===== src/design/ttqm_pkg.sv =====
`timescale 1ns / 1ps
// ----------------------------------------------------------------------------
// ttqm_pkg
// Shared types, widths, register indexes and reset values for the touch tap
// qualifier and mapper.
// ----------------------------------------------------------------------------
package ttqm_pkg;

    // Field widths of the channels.
    localparam int PANEL_W   = 12;
    localparam int SCR_W     = 11;
    localparam int STAMP_W   = 32;
    localparam int HOLD_W    = 16;

    // Effective bits of raw samples and timestamps.
    localparam int RAW_BITS  = 12;
    localparam int TIME_BITS = 32;
    localparam logic [PANEL_W-1:0] RAW_MASK = PANEL_W'((64'd1 << RAW_BITS) - 64'd1);

    // Configuration port.
    localparam int CFG_IDX_W = 3;
    localparam int CFG_W     = 16;

    // Divider sizing: numerator is (clamped - min) * screen_last, two
    // quotient bits are resolved per cycle.
    localparam int NUM_W     = PANEL_W + SCR_W;
    localparam int DIV_STEPS = (NUM_W + 1) / 2;
    localparam int DIV_W     = 2 * DIV_STEPS;
    localparam int REM_W     = PANEL_W + 1;
    localparam int CNT_W     = $clog2(DIV_STEPS);

    // Register indexes.
    localparam logic [CFG_IDX_W-1:0] REG_PANEL_X_MIN     = 3'd0;
    localparam logic [CFG_IDX_W-1:0] REG_PANEL_X_MAX     = 3'd1;
    localparam logic [CFG_IDX_W-1:0] REG_PANEL_Y_MIN     = 3'd2;
    localparam logic [CFG_IDX_W-1:0] REG_PANEL_Y_MAX     = 3'd3;
    localparam logic [CFG_IDX_W-1:0] REG_SCREEN_X_LAST   = 3'd4;
    localparam logic [CFG_IDX_W-1:0] REG_SCREEN_Y_LAST   = 3'd5;
    localparam logic [CFG_IDX_W-1:0] REG_RELEASE_HOLD_MS = 3'd6;

    // Register reset values.
    localparam logic [PANEL_W-1:0] RST_PANEL_MIN     = 12'd0;
    localparam logic [PANEL_W-1:0] RST_PANEL_MAX     = 12'd4095;
    localparam logic [SCR_W-1:0]   RST_SCREEN_X_LAST = 11'd319;
    localparam logic [SCR_W-1:0]   RST_SCREEN_Y_LAST = 11'd239;
    localparam logic [HOLD_W-1:0]  RST_RELEASE_HOLD  = 16'd50;

    // Axis codes: screen X comes from panel Y, screen Y from panel X.
    localparam logic AXIS_SCREEN_X = 1'b0;
    localparam logic AXIS_SCREEN_Y = 1'b1;

    // One poll of the panel.
    typedef struct packed {
        logic               touch_active;
        logic [STAMP_W-1:0] now_ms;
        logic               sample_ok;
        logic [PANEL_W-1:0] panel_x;
        logic [PANEL_W-1:0] panel_y;
        logic [PANEL_W-1:0] panel_pressure;
    } t_in_item;

    // One result of a poll.
    typedef struct packed {
        logic               active_out;
        logic               tap_event;
        logic [SCR_W-1:0]   screen_x;
        logic [SCR_W-1:0]   screen_y;
        logic [PANEL_W-1:0] tap_pressure;
        logic [PANEL_W-1:0] tap_raw_x;
        logic [PANEL_W-1:0] tap_raw_y;
    } t_out_item;

    // Commands from the controller to the datapath.
    typedef struct packed {
        logic load_in;
        logic prep;
        logic div_step;
        logic save;
        logic load_out;
        logic axis;
    } t_cmd;

    // Status from the datapath to the controller.
    typedef struct packed {
        logic tap;
    } t_sts;

endpackage


===== src/design/ttqm_ctrl.sv =====
`timescale 1ns / 1ps
// ----------------------------------------------------------------------------
// ttqm_ctrl
// Sequencer: takes an item, runs both axes through the shared divider when a
// tap is raised, and hands the result to the output register.
// ----------------------------------------------------------------------------
module ttqm_ctrl
    import ttqm_pkg::*;
(
    input  logic i_clk,
    input  logic i_rst_n,
    input  logic i_in_valid,
    output logic o_in_ready,
    output logic o_out_valid,
    input  logic i_out_ready,
    input  t_sts i_sts,
    output t_cmd o_cmd
);

    typedef enum logic [4:0] {
        S_IDLE = 5'b00001,
        S_PREP = 5'b00010,
        S_DIV  = 5'b00100,
        S_SAVE = 5'b01000,
        S_DONE = 5'b10000
    } t_state;

    t_state           r_state, n_state;
    logic             r_axis, n_axis;
    logic [CNT_W-1:0] r_cnt, n_cnt;
    logic             r_out_valid, n_out_valid;
    logic             w_out_free;

    // The output register may be loaded when empty or drained this cycle.
    assign w_out_free  = !r_out_valid || i_out_ready;
    assign o_in_ready  = (r_state == S_IDLE);
    assign o_out_valid = r_out_valid;

    // Next state and commands.
    always_comb begin
        n_state       = r_state;
        n_axis        = r_axis;
        n_cnt         = r_cnt;
        o_cmd         = '0;
        o_cmd.axis    = r_axis;
        n_out_valid   = r_out_valid && !i_out_ready;
        case (r_state)
            S_IDLE: begin
                if (i_in_valid) begin
                    o_cmd.load_in = 1'b1;
                    n_axis        = AXIS_SCREEN_X;
                    n_state       = S_PREP;
                end
            end
            S_PREP: begin
                if (i_sts.tap) begin
                    o_cmd.prep = 1'b1;
                    n_cnt      = CNT_W'(DIV_STEPS - 1);
                    n_state    = S_DIV;
                end else begin
                    n_state = S_DONE;
                end
            end
            S_DIV: begin
                o_cmd.div_step = 1'b1;
                if (r_cnt == '0) begin
                    n_state = S_SAVE;
                end else begin
                    n_cnt = r_cnt - 1'b1;
                end
            end
            S_SAVE: begin
                o_cmd.save = 1'b1;
                if (r_axis == AXIS_SCREEN_X) begin
                    n_axis  = AXIS_SCREEN_Y;
                    n_state = S_PREP;
                end else begin
                    n_state = S_DONE;
                end
            end
            S_DONE: begin
                if (w_out_free) begin
                    o_cmd.load_out = 1'b1;
                    n_out_valid    = 1'b1;
                    n_state        = S_IDLE;
                end
            end
            default: begin
                n_state = S_IDLE;
            end
        endcase
    end

    // State registers.
    always_ff @(posedge i_clk) begin
        if (!i_rst_n) begin
            r_state     <= S_IDLE;
            r_axis      <= AXIS_SCREEN_X;
            r_cnt       <= '0;
            r_out_valid <= 1'b0;
        end else begin
            r_state     <= n_state;
            r_axis      <= n_axis;
            r_cnt       <= n_cnt;
            r_out_valid <= n_out_valid;
        end
    end

endmodule


===== src/design/ttqm_dp.sv =====
`timescale 1ns / 1ps
// ----------------------------------------------------------------------------
// ttqm_dp
// Datapath: configuration registers, tap qualification and release timing,
// clamp and scale of one axis, shared radix-4 restoring divider, and the
// output register.
// ----------------------------------------------------------------------------
module ttqm_dp
    import ttqm_pkg::*;
(
    input  logic                 i_clk,
    input  logic                 i_rst_n,
    input  logic                 i_cfg_we,
    input  logic [CFG_IDX_W-1:0] i_cfg_idx,
    input  logic [CFG_W-1:0]     i_cfg_wdata,
    input  t_in_item             i_in_item,
    input  t_cmd                 i_cmd,
    output t_sts                 o_sts,
    output t_out_item            o_out_item
);

    typedef struct packed {
        logic [REM_W-1:0] rem;
        logic [DIV_W-1:0] num;
    } t_div;

    // Configuration registers.
    logic [PANEL_W-1:0] r_x_min, r_x_max, r_y_min, r_y_max;
    logic [SCR_W-1:0]   r_sx_last, r_sy_last;
    logic [HOLD_W-1:0]  r_hold;

    // Qualifier state.
    logic                 r_sent;
    logic                 r_timing;
    logic [TIME_BITS-1:0] r_start;
    logic                 r_tap;

    // Item and arithmetic registers.
    t_in_item           r_item;
    logic [PANEL_W-1:0] r_den;
    logic               r_zero;
    t_div               r_div;
    logic [SCR_W-1:0]   r_sx, r_sy;
    t_out_item          r_out;

    logic [TIME_BITS-1:0] w_now;
    logic [TIME_BITS-1:0] w_elapsed;
    logic [PANEL_W-1:0]   w_raw, w_lo, w_hi, w_clamp, w_diff;
    logic [SCR_W-1:0]     w_last;
    logic [NUM_W-1:0]     w_prod;
    t_div                 w_div_a, w_div_b;
    logic [SCR_W-1:0]     w_quot;

    // One restoring division step: shift in one numerator bit, subtract if
    // the partial remainder reaches the divisor.
    function automatic t_div div_bit(input t_div d, input logic [PANEL_W-1:0] den);
        logic [REM_W-1:0] t;
        logic             q;
        t_div             r;
        t = {d.rem[PANEL_W-1:0], d.num[DIV_W-1]};
        q = (t >= {1'b0, den});
        r.rem = q ? (t - {1'b0, den}) : t;
        r.num = {d.num[DIV_W-2:0], q};
        return r;
    endfunction

    assign o_sts.tap  = r_tap;
    assign o_out_item = r_out;

    // Configuration writes; indexes beyond the list are ignored.
    always_ff @(posedge i_clk) begin
        if (!i_rst_n) begin
            r_x_min   <= RST_PANEL_MIN;
            r_x_max   <= RST_PANEL_MAX;
            r_y_min   <= RST_PANEL_MIN;
            r_y_max   <= RST_PANEL_MAX;
            r_sx_last <= RST_SCREEN_X_LAST;
            r_sy_last <= RST_SCREEN_Y_LAST;
            r_hold    <= RST_RELEASE_HOLD;
        end else if (i_cfg_we) begin
            case (i_cfg_idx)
                REG_PANEL_X_MIN:     r_x_min   <= i_cfg_wdata[PANEL_W-1:0];
                REG_PANEL_X_MAX:     r_x_max   <= i_cfg_wdata[PANEL_W-1:0];
                REG_PANEL_Y_MIN:     r_y_min   <= i_cfg_wdata[PANEL_W-1:0];
                REG_PANEL_Y_MAX:     r_y_max   <= i_cfg_wdata[PANEL_W-1:0];
                REG_SCREEN_X_LAST:   r_sx_last <= i_cfg_wdata[SCR_W-1:0];
                REG_SCREEN_Y_LAST:   r_sy_last <= i_cfg_wdata[SCR_W-1:0];
                REG_RELEASE_HOLD_MS: r_hold    <= i_cfg_wdata[HOLD_W-1:0];
                default: begin
                end
            endcase
        end
    end

    // Elapsed release time, wrapping in the timestamp width.
    assign w_now     = i_in_item.now_ms[TIME_BITS-1:0];
    assign w_elapsed = w_now - r_start;

    // Tap qualification and release debounce, decided when an item is taken.
    always_ff @(posedge i_clk) begin
        if (!i_rst_n) begin
            r_sent   <= 1'b0;
            r_timing <= 1'b0;
            r_start  <= '0;
            r_tap    <= 1'b0;
        end else if (i_cmd.load_in) begin
            r_tap <= 1'b0;
            if (i_in_item.touch_active) begin
                r_timing <= 1'b0;
                if (!r_sent && i_in_item.sample_ok) begin
                    r_sent <= 1'b1;
                    r_tap  <= 1'b1;
                end
            end else if (r_sent) begin
                if (!r_timing) begin
                    r_timing <= 1'b1;
                    r_start  <= w_now;
                end else if (w_elapsed >= TIME_BITS'(r_hold)) begin
                    r_sent   <= 1'b0;
                    r_timing <= 1'b0;
                end
            end
        end
    end

    // Operand selection and clamp for the axis being worked on.
    always_comb begin
        if (i_cmd.axis == AXIS_SCREEN_X) begin
            w_raw  = r_item.panel_y & RAW_MASK;
            w_lo   = r_y_min;
            w_hi   = r_y_max;
            w_last = r_sx_last;
        end else begin
            w_raw  = r_item.panel_x & RAW_MASK;
            w_lo   = r_x_min;
            w_hi   = r_x_max;
            w_last = r_sy_last;
        end
        if (w_raw < w_lo) begin
            w_clamp = w_lo;
        end else if (w_raw > w_hi) begin
            w_clamp = w_hi;
        end else begin
            w_clamp = w_raw;
        end
        w_diff = w_clamp - w_lo;
        w_prod = NUM_W'(w_diff) * NUM_W'(w_last);
    end

    // Two quotient bits per cycle.
    assign w_div_a = div_bit(r_div, r_den);
    assign w_div_b = div_bit(w_div_a, r_den);

    // The quotient never exceeds screen_last; a zero or inverted span maps to 0.
    assign w_quot = r_zero ? '0 : r_div.num[SCR_W-1:0];

    // Item latch, divider and per-axis results.
    always_ff @(posedge i_clk) begin
        if (i_cmd.load_in) begin
            r_item <= i_in_item;
        end
        if (i_cmd.prep) begin
            r_den     <= w_hi - w_lo;
            r_zero    <= (w_hi <= w_lo);
            r_div.rem <= '0;
            r_div.num <= DIV_W'(w_prod);
        end else if (i_cmd.div_step) begin
            r_div <= w_div_b;
        end
        if (i_cmd.save) begin
            if (i_cmd.axis == AXIS_SCREEN_X) begin
                r_sx <= w_quot;
            end else begin
                r_sy <= w_quot;
            end
        end
    end

    // Output register; fields other than the activity echo are zero without a tap.
    always_ff @(posedge i_clk) begin
        if (i_cmd.load_out) begin
            r_out.active_out <= r_item.touch_active;
            r_out.tap_event  <= r_tap;
            if (r_tap) begin
                r_out.screen_x     <= r_sx;
                r_out.screen_y     <= r_sy;
                r_out.tap_pressure <= r_item.panel_pressure & RAW_MASK;
                r_out.tap_raw_x    <= r_item.panel_x & RAW_MASK;
                r_out.tap_raw_y    <= r_item.panel_y & RAW_MASK;
            end else begin
                r_out.screen_x     <= '0;
                r_out.screen_y     <= '0;
                r_out.tap_pressure <= '0;
                r_out.tap_raw_x    <= '0;
                r_out.tap_raw_y    <= '0;
            end
        end
    end

endmodule


===== src/design/touch_tap_qualifier_mapper.sv =====
`timescale 1ns / 1ps
// ----------------------------------------------------------------------------
// touch_tap_qualifier_mapper
// Qualifies one tap per touch and maps its raw panel position to screen
// coordinates through calibration registers.
//
//   Port group   Handshake               Payload
//   input item   i_in_valid/o_in_ready   i_in_item  (t_in_item)
//   result item  o_out_valid/i_out_ready o_out_item (t_out_item)
//   config       i_cfg_we                i_cfg_idx, i_cfg_wdata
//
// A poll that raises a tap passes both axes one after the other through a
// shared divider that resolves two quotient bits per cycle, with a setup
// and a save step per axis around the divide steps. Other polls skip the
// divider. The input is ready again in the cycle after the result is
// loaded, so a new item is taken only once the last one's result is loaded.
// Reset is synchronous and active low and restores the register defaults.
// A stalled result waits in the output register; the next item is accepted
// meanwhile and its result is held until that register frees.
// ----------------------------------------------------------------------------
module touch_tap_qualifier_mapper
    import ttqm_pkg::*;
(
    input  logic                 i_clk,
    input  logic                 i_rst_n,
    input  logic                 i_cfg_we,
    input  logic [CFG_IDX_W-1:0] i_cfg_idx,
    input  logic [CFG_W-1:0]     i_cfg_wdata,
    input  logic                 i_in_valid,
    output logic                 o_in_ready,
    input  t_in_item             i_in_item,
    output logic                 o_out_valid,
    input  logic                 i_out_ready,
    output t_out_item            o_out_item
);

    t_cmd w_cmd;
    t_sts w_sts;

    // Sequencer.
    ttqm_ctrl u_ctrl (
        .i_clk       (i_clk),
        .i_rst_n     (i_rst_n),
        .i_in_valid  (i_in_valid),
        .o_in_ready  (o_in_ready),
        .o_out_valid (o_out_valid),
        .i_out_ready (i_out_ready),
        .i_sts       (w_sts),
        .o_cmd       (w_cmd)
    );

    // Datapath.
    ttqm_dp u_dp (
        .i_clk       (i_clk),
        .i_rst_n     (i_rst_n),
        .i_cfg_we    (i_cfg_we),
        .i_cfg_idx   (i_cfg_idx),
        .i_cfg_wdata (i_cfg_wdata),
        .i_in_item   (i_in_item),
        .i_cmd       (w_cmd),
        .o_sts       (w_sts),
        .o_out_item  (o_out_item)
    );

endmodule


===== config.mk =====
export PLATFORM = sky130hd
export DESIGN_NAME = touch_tap_qualifier_mapper
export DESIGN_NICKNAME = d
export VERILOG_FILES = /design/src/design/ttqm_pkg.sv /design/src/design/ttqm_ctrl.sv /design/src/design/ttqm_dp.sv /design/src/design/touch_tap_qualifier_mapper.sv
export SDC_FILE = /design/constraint.sdc
export NUM_CORES = 1
export LEC_CHECK = 0
export ABC_AREA = 1
export BUFFER_PORTS_ARGS = -buffer_cell sky130_fd_sc_hd__clkbuf_2
export CORE_MARGIN = 3
export CORE_UTILIZATION = 50
export CTS_BUF_LIST = sky130_fd_sc_hd__clkbuf_2
export CTS_CLUSTER_SIZE = 20
export DETAILED_ROUTE_END_ITERATION = 16
export PLACE_DENSITY = 0.75
export SYNTH_ARGS = -nofsm -noshare
export SYNTH_HDL_FRONTEND = slang
export SYNTH_SLANG_ARGS = --single-unit

===== constraint.sdc =====
create_clock -name i_clk -period 8.6 [get_ports i_clk]
set_input_delay 1.29 -clock i_clk [delete_from_list [all_inputs] [get_ports i_clk]]
set_output_delay 1.29 -clock i_clk [all_outputs]
set_load 0.02 [all_outputs]

* Word-level counts from Yosys, hierarchy flattened
Cells that the tools add are included.
Storage, ports and cells: bits of input ports 94, output and inout bits 62, logic and storage cells 134, register bits 300
Cells by class: order comparisons 6, equal/unequal tests 17, add/sub/neg operators 6, reduce and logical (&&, ||, !) cells 27, bitwise gates (word level) 3, multiply operators 1, muxes and demuxes 41
Operator list (count):
- two-way mux 12 bit | 7
- subtractor 12 bit | 4
- two-way mux 23 bit | 2
- >= comparator 32 x 16 -> 1 bit | 1
- subtractor 32 bit | 1
- >= comparator 13 x 12 -> 1 bit | 2
- two-way mux 5 bit | 5
- one-hot mux 5 bit (5 select lines) | 1
- AND reduction 2 bit | 12
- multiplier 12 x 11 -> 23 bit | 1
- two-way mux 11 bit | 2
- two-way mux 1 bit | 20
- greater-than comparator 12 bit | 1
- less-or-equal comparator 12 bit | 1
- < comparator 12 bit | 1
- equality test 3 bit (second input constant) | 3
- two-way mux 4 bit | 2
- != test 2 x 1 -> 1 bit (second input constant) | 4
- one-hot mux 4 bit (2 select lines) | 1
- nonzero test 2 bit | 4
- equality test 3 x 2 -> 1 bit (second input constant) | 2
- AND reduction 3 bit | 2
- equality test 5 x 1 -> 1 bit (second input constant) | 1
- equality test 5 x 2 -> 1 bit (second input constant) | 1
- other kinds (14) | 20

* Depth between registers and ports, before layout
Gate-level depths: netlist of run 1.
depth in word-level cells 7, mapped depth 50, mapped depth without buffers 48

* By module
From an unflattened synthesis of run 1, not the netlist that was laid out.
Unflattened totals: cells, all modules 2705, area, all modules 21281.7 um^2
Modules (own cells, without submodules):
- ttqm_dp | times used 1, cells an instance 2611, area each 20676.1 um^2
- ttqm_ctrl | times used 1, cells an instance 94, area each 605.6 um^2

* Least setup slack after synthesis of run 1
No wires, ideal clock.
path type reg-to-reg, start register u_ctrl.r_axis, end register u_dp.r_div[19] (netlist bit), data pin, arrival 8336 ps, slack -4 ps, clock period less this slack 8604 ps, stages on the path, launching flop included 44, buffers on the path 4, path through dfxtp_1 clkbuf_1 clkbuf_1 buf_2 mux2i_1 ha_1 a21oi_1 nor2_1 a211oi_1 o21ai_2 buf_2 o211ai_1 o21ai_0 ha_1 fa_1 nand3b_1 nand2_1 a21oi_1 (+8 left out) nand2_1 fa_1 inv_1 fa_1 fa_1 fa_1 inv_1 fa_1 inv_1 ha_1 a21oi_1 o21a_1 nand2_1 a31o_2 a21oi_1 o21ai_0 xor2_1 o21ai_0
Between the ends: cells in the longest elaborated chain, start to end 7, elaborated cells on any way between the ends 11, those cells by class add/sub (1); mul (1); order compare (2); mux (7)
Ends and longest elaborated chain:
- from (decl) | RTL line ttqm_ctrl.sv:29 | logic r_axis, n_axis;
- from (signal assigned) | RTL line ttqm_ctrl.sv:103 | r_axis <= n_axis;
- two-way mux 12 bit | RTL line ttqm_dp.sv:128 | if (i_cmd.axis == AXIS_SCREEN_X) begin
- greater-than comparator 12 bit | RTL line ttqm_dp.sv:141 | end else if (w_raw > w_hi) begin
- two-way mux 12 bit | RTL line ttqm_dp.sv:141
- two-way mux 12 bit | RTL line ttqm_dp.sv:139 | if (w_raw < w_lo) begin
- subtractor 12 bit | RTL line ttqm_dp.sv:146 | w_diff = w_clamp - w_lo;
- multiplier 12 x 11 -> 23 bit (*) | RTL line ttqm_dp.sv:147 | w_prod = NUM_W'(w_diff) * NUM_W'(w_last);
- two-way mux 23 bit (*) | RTL line ttqm_dp.sv:162 | if (i_cmd.prep) begin
- to (signal assigned) | RTL line ttqm_dp.sv:168 | r_div <= w_div_b;
- to (decl) | RTL line ttqm_dp.sv:42 | t_div r_div;
Every way passes the cells marked *; elsewhere a longest branch is shown, timed or not. A chain may end at the register's enable or synchronous reset.

* Worst setup path in the final report of run 1
start register u_ctrl.r_axis, end register u_dp.r_div[22] (netlist bit), data pin
The elaborated chain is that of the path after synthesis.

==> results of run 1 <==
[layer usage]
metal	vias to the layer above	share of wire (%)
met5	-	0.027
li1	9213	-
met4	2	4.4
met2	595	48
met1	8474	41
met3	166	6.0
[logic make-up (layout without fill, tap and decap cells)]
kind of cell | Yosys count | count (layout)
adders and majority gates | 274 | 274
DFF | 300 | 300
and+or+nand+nor | 1112 | 1112
AOI/OAI and AO/OA | 382 | 382
other | 0 | 3
xor gates and xnor gates | 56 | 56
muxes | 15 | 15
buffers and inverters | 599 | 896
[worst paths after layout]
path,depth (start not counted),slack (ps),endpoint,start
worst max-delay path,43,280,u_dp.r_div[22],u_ctrl.r_axis
worst min-delay path,1,410,u_dp.r_item[18],i_in_item[18]
worst max register to register,43,280,u_dp.r_div[22],u_ctrl.r_axis
worst min register to register,0,430,u_dp.o_out_item[59],u_dp.r_item[69]
[area by class of cell]
cell class,count,share of cell area [%]
clock inverter,23,0.478
clock buffer,116,2.41
sequential,300,31.4
multi-input combinational,1839,48.8
antenna,3,0.0312
timing repair buffer,226,5.73
tap,539,2.80
inverter,531,8.31
[state kept, by name, summed over array words and instances, names as in the netlist, 12 cells and up]
| signal | cells |
|---|---|
| u_dp.r_start | 32 |
| u_dp.o_out_item | 60 |
| u_dp.r_hold | 16 |
| u_dp.r_x_max | 12 |
| u_dp.r_x_min | 12 |
| u_dp.r_y_max | 12 |
| u_dp.r_item | 37 |
| u_dp.r_y_min | 12 |
| u_dp.r_den | 12 |
| u_dp.r_div | 36 |
[through the flow]
step	std cells	util, %	hold WS, ps	cell area, um2
6_report	3577	57.1	411	24100
5_1_grt	3575	57.1	332	24100
4_1_cts	3566	56.5	327	23800
3_5_place_dp	3427	54.8	406	23100
3_3_place_gp	3427	54.8	403	23100
2_1_floorplan	2738	-	400	21500
[repair_timing]
item,4_1_cts,5_1_grt
buffers inserted,0,6
gates cloned,0,2
pin swaps,1,6
endpoints found under the setup margin,5,13
gates resized for setup,4,54
[cell usage after synthesis (all sizes together) (2+ instances only)]
cell type / count / area share (%)
nand4: 17 / 0.50
nor2: 286 / 5.0
o21ai: 156 / 3.7
clkinv: 8 / 0.14
inv: 523 / 9.1
o21a: 4 / 0.14
o31ai: 4 / 0.14
nor3: 19 / 0.50
a21boi: 3 / 0.10
xor2: 34 / 1.4
and2: 4 / 0.13
buf: 12 / 0.45
a21oi: 131 / 3.1
a211oi: 37 / 1.9
edfxtp: 155 / 22
xnor2: 22 / 0.90
clkbuf: 56 / 0.99
o21bai: 7 / 0.24
fa: 94 / 8.8
ha: 180 / 10
nand2: 653 / 11
nand3: 95 / 2.2
a31oi: 6 / 0.17
nand3b: 6 / 0.21
or2: 24 / 0.70
dfxtp: 145 / 14
mux2i: 14 / 0.65
a21o: 2 / 0.070
o211ai: 23 / 0.80
nor4: 6 / 0.24
[worst max-delay path: cells and delay by family, from the launching register on]
family | cells | cell delay (ps)
buf+inv | 7 | 590
fa+ha+maj | 9 | 3640
compound gates | 14 | 2140
flops | 1 | 420
simple gates | 13 | 1370
[cells in the final DEF, fill, tap and decap left out, drive strengths merged, types with 6 or more instances in the layout]
cell type / netlist / layout
a211oi: 37 / 37
a21oi: 131 / 131
a31oi: 6 / 6
buf: 12 / 69
clkbuf: 56 / 273
clkinv: 8 / 28
dfxtp: 145 / 145
edfxtp: 155 / 155
fa: 94 / 94
ha: 180 / 180
inv: 523 / 525
mux2i: 14 / 14
nand2: 653 / 653
nand3: 95 / 95
nand3b: 6 / 6
nand4: 17 / 17
nor2: 286 / 286
nor3: 19 / 19
nor4: 6 / 6
o211ai: 23 / 23
o21ai: 156 / 156
o21bai: 7 / 7
or2: 24 / 24
xnor2: 22 / 22
xor2: 34 / 34
==> results.ini, run 1 <==
[drt]
wl_per_cell_um=15.4
drc=0
firstDrtPassIters=8
first_iter_violations=1114
final_antenna_net_count=0
vias=18450
via_per_inst=5.16
drt-total-wl_um=55200

[logic_synthesis]
synth_ff_type=edfxtp_1
synth_xor_area_share_pct=2.29
syn_inst=2738
yosysUniqueCellTypes=59
syn_area_um2=21500
synth_fp_nets=3106
synth_top_family_by_area=simple AND/OR/NAND/NOR gates
async_reset_ff_share_pct=0
synth_area_per_cell_um2=7.84
synth_fa_ha_area_share_pct=19.3
yosysWarnings=0
synthMuxAreaShare_pct=0.705
ys_seq_area_share_pct=35.2
synth_edf_count=155
synth-compound-area-share_pct=10.7
synth-seq-cells=300
yosys.area_share.simple_pct=21.1

[global_routing]
grt_pass1_wl_um=88700
grt_use_total_pct=24.2
grt_max_degree=93
grt_pass1_vias=18437
met2_usage_pct=41.5
grt-ovfl-total=0
antenna_found_initial=3
grt.met1_usage_pct=29.8
met3_usage_pct=4.38
grt_busiest_layer=met2

[timing]
min_period_over_period_pct=96.8
final_hold_viol_count=0
rsz0062_at_grt=yes
relSlewSlack_pct=27.2
fmaxAchievable_ghz=0.120
min_period_ps=8320
fin_tns_setup_ps=0
worstMarginPinSlew_ps=1090
fin_skew_ps=80.9
finalSetupViolCount=0
drv_slew=0
fin_ws_ps=276

[layout]
fillers=3890
drive_gt1_share_pct=14.8
regArea_um2=7560
multi_input_area_um2=11800
syn_to_final_growth_pct=12.1
fin_nets=3346

[die]
start_util_pct=50.9
fp.dieH_um=213
die_w_um=213
core_um2=42100
die_area_um2=45500
pin_count=156
row_count=75

[critical_path]
arrival_ps=9150
startpoint_type=flop
end_kind=flop
cpPeakStageDelay_ps=540
cpMostUsedCell=nand2_1
crit_type=flop to flop
path_max_fanout=17
cp_data_required_time_ps=9430
slowest_stage=fa_1

[cts]
clock_sinks=300
h-tree-depth=3
path_clk_slew_ps=100
cts_buffers=80
clock_latency_ps=1060
ctsHoldBuffers=0
cts_tree=built
ctsLongestPathBuffers=3
clock-root-buffer=clkbuf_2

[placement]
dp_hpwl_um=43100
gp_congestion=0.979
place_ws_ps=-67.9
port_buffers=155

[worst_hold_path]
worst_hold_path_type=primary input to flop

[flow_run]
cap_violations=0

[status]
status=finished, final reports clean

Power of run 1 is left out: the tool's default activity adds up to more than one toggle a clock period on the data nets, which glitch-free logic cannot reach.
==> run 2: changes to the inputs <==
--- a/config.mk
+++ b/config.mk
@@ -15,4 +15,5 @@
 export PLACE_DENSITY = 0.75
 export SYNTH_ARGS = -nofsm -noshare
 export SYNTH_HDL_FRONTEND = slang
+export SYNTH_HIERARCHICAL = 1
 export SYNTH_SLANG_ARGS = --single-unit
==> run 2 against run 1 <==
  * Clock skew fell by 17 ps
  * Highest routed layer is now met4
  * Critical path depth down 1
  * Largest cell class unchanged
  * Critical path type unchanged
  * Final cell count shrank 0.67%
==> results.ini, run 2 <==
[drt]
final_antenna_net_count=0
drc=0
via_per_inst=5.21
firstDrtPassIters=6
drt-total-wl_um=54400
first_iter_violations=1289
wl_per_cell_um=15.3
vias=18511

[logic_synthesis]
yosysUniqueCellTypes=54
synth_fa_ha_area_share_pct=19.4
yosysTopAreaCell=edfxtp_1
synth_top_family_by_area=simple AND/OR/NAND/NOR gates
syn_area_um2=21300
synth_area_per_cell_um2=7.87
synth_commonest_cells=nand2_1 (624), inv_1 (497), nor2_1 (281)
yosysTopAreaCellShare_pct=21.9
yosys.area_share.simple_pct=20.0
synth_xor_area_share_pct=2.60
synth_most_common_cell=nand2_1
async_reset_ff_share_pct=0
synth_fp_nets=3072
synth-compound-area-share_pct=11.1
synth-seq-cells=300
synth_edf_count=155
synth_area_leaders=edfxtp_1 (22%), dfxtp_1 (14%), nand2_1 (11%)
synth_ff_type=edfxtp_1
ys_seq_area_share_pct=35.5
yosysWarnings=6
syn_inst=2705
synthMuxAreaShare_pct=1.01

[layout]
final_cell_mix=nand2_1 (615), inv_1 (492), nor2_1 (274), clkbuf_2 (266), ha_1 (162)
drive_gt1_share_pct=16.5
largest_reg_flops=60
final_cell_area_um2=24400
syn_to_final_growth_pct=14.8
fin_nets=3326
final_common_cell=nand2_1

[die]
pin_count=156
die_area_um2=45100
start_util_pct=51.3
core_um2=41500
fp.dieH_um=212
row_count=74
die_w_um=212

[cts]
cts_tree=built
ctsLongestPathBuffers=3
h-tree-depth=3
clock_latency_ps=1010
clock-root-buffer=clkbuf_2
clock_sinks=300
path_clk_slew_ps=100
ctsHoldBuffers=0
cts_buffers=79

[placement]
placed_cell_area_um2=23100
port_buffers=155
gp_congestion=0.925
place_ws_ps=3.88
dp_hpwl_um=41500

[timing]
fin_ws_ps=308
worstMarginPinSlew_ps=1060
min_period_ps=8290
drv_slew=0
relSlewSlack_pct=29.0
final_hold_viol_count=0
min_period_over_period_pct=96.4
hold_ws_ps=442
finalSetupViolCount=0
fin_skew_ps=64.4
fmaxAchievable_ghz=0.121

[critical_path]
cp_data_required_time_ps=9290
startpoint_type=flop
cpPeakStageDelay_ps=530
path_buf_inv=5
arrival_ps=8980
end_kind=flop
slowest_stage=fa_1
path_delay_family=adder cells
crit_type=flop to flop
path_max_fanout=8

[global_routing]
met3_usage_pct=4.15
grt-ovfl-total=0
met2_usage_pct=41.9
grt_pass1_vias=18195
grt_pass1_wl_um=87300
grt_max_degree=118
grt.met1_usage_pct=29.2
antenna_found_initial=1
grt_busiest_layer=met2
grt_use_total_pct=23.9

[status]
status=finished, final reports clean

[flow_run]
cap_violations=0

[worst_hold_path]
worst_hold_path_type=flop to flop

run 2: cell count changes after synthesis, moves of 10 or more:
cell and change:
nand2_1 -27, o211ai_2 +11, or2_2 -16, a21oi_1 +16
o21ai_0 +28, nand3_1 -17, a211oi_2 -28, mux2_2 +10
o211ai_1 +14, inv_1 -21
run 2: final cells by class:
cell class / count / area [um2]
diodes: 1 / 2.50
clock buffers: 112 / 561
clock inverters: 30 / 186
fillers: 3699 / 17100
inverters: 510 / 1910
multi-input cells: 1828 / 12000
flip-flops and latches: 300 / 7560
well taps: 532 / 666
repair buffers: 240 / 1510
run 2: kinds of logic (layout without fill, tap and decap cells):
group / after synthesis / in the layout
compound gates: 419 / 419
xor+xnor: 61 / 61
fa+ha+maj: 273 / 273
buf+inv: 577 / 892
flops: 300 / 300
mux: 20 / 20
other cells: 0 / 1
simple gates: 1055 / 1055
run 2: timing repair:
| action | CTS | global route |
|---|---|---|
| pin swaps | 0 | 44 |
| cloned | 0 | 2 |
| gates resized for setup | 4 | 125 |
| setup buffers | 0 | 7 |
| endpoints found under the setup margin | 2 | 12 |
run 2: metal layers:
layer / share of wire [%] / wire length [um]
met1: 42 / 23100
met2: 49 / 26700
met3: 5.2 / 2850
met4: 3.2 / 1750
met5: 0 / 0
run 2: path summary, 6_finish.rpt:
kind | startpoint | endpoint | slack, ps | cells after the start
max | u_ctrl/r_axis | u_dp/r_div[19] | 310 | 42
min reg2reg | u_dp/r_item[69] | u_dp/o_out_item[59] | 440 | 0
min | u_dp/r_item[69] | u_dp/o_out_item[59] | 440 | 0
max reg2reg | u_ctrl/r_axis | u_dp/r_div[19] | 310 | 42
run 2: through the flow:
step	cells	util [%]	TNS (ps)
after floorplan	2705	-	0
after global placement	3402	55.6	0
after detailed placement	3402	55.6	0
after CTS	3544	57.4	0
after global routing	3553	58.9	-750
final	3553	58.9	0
Power of run 2 is left out for the same reason.
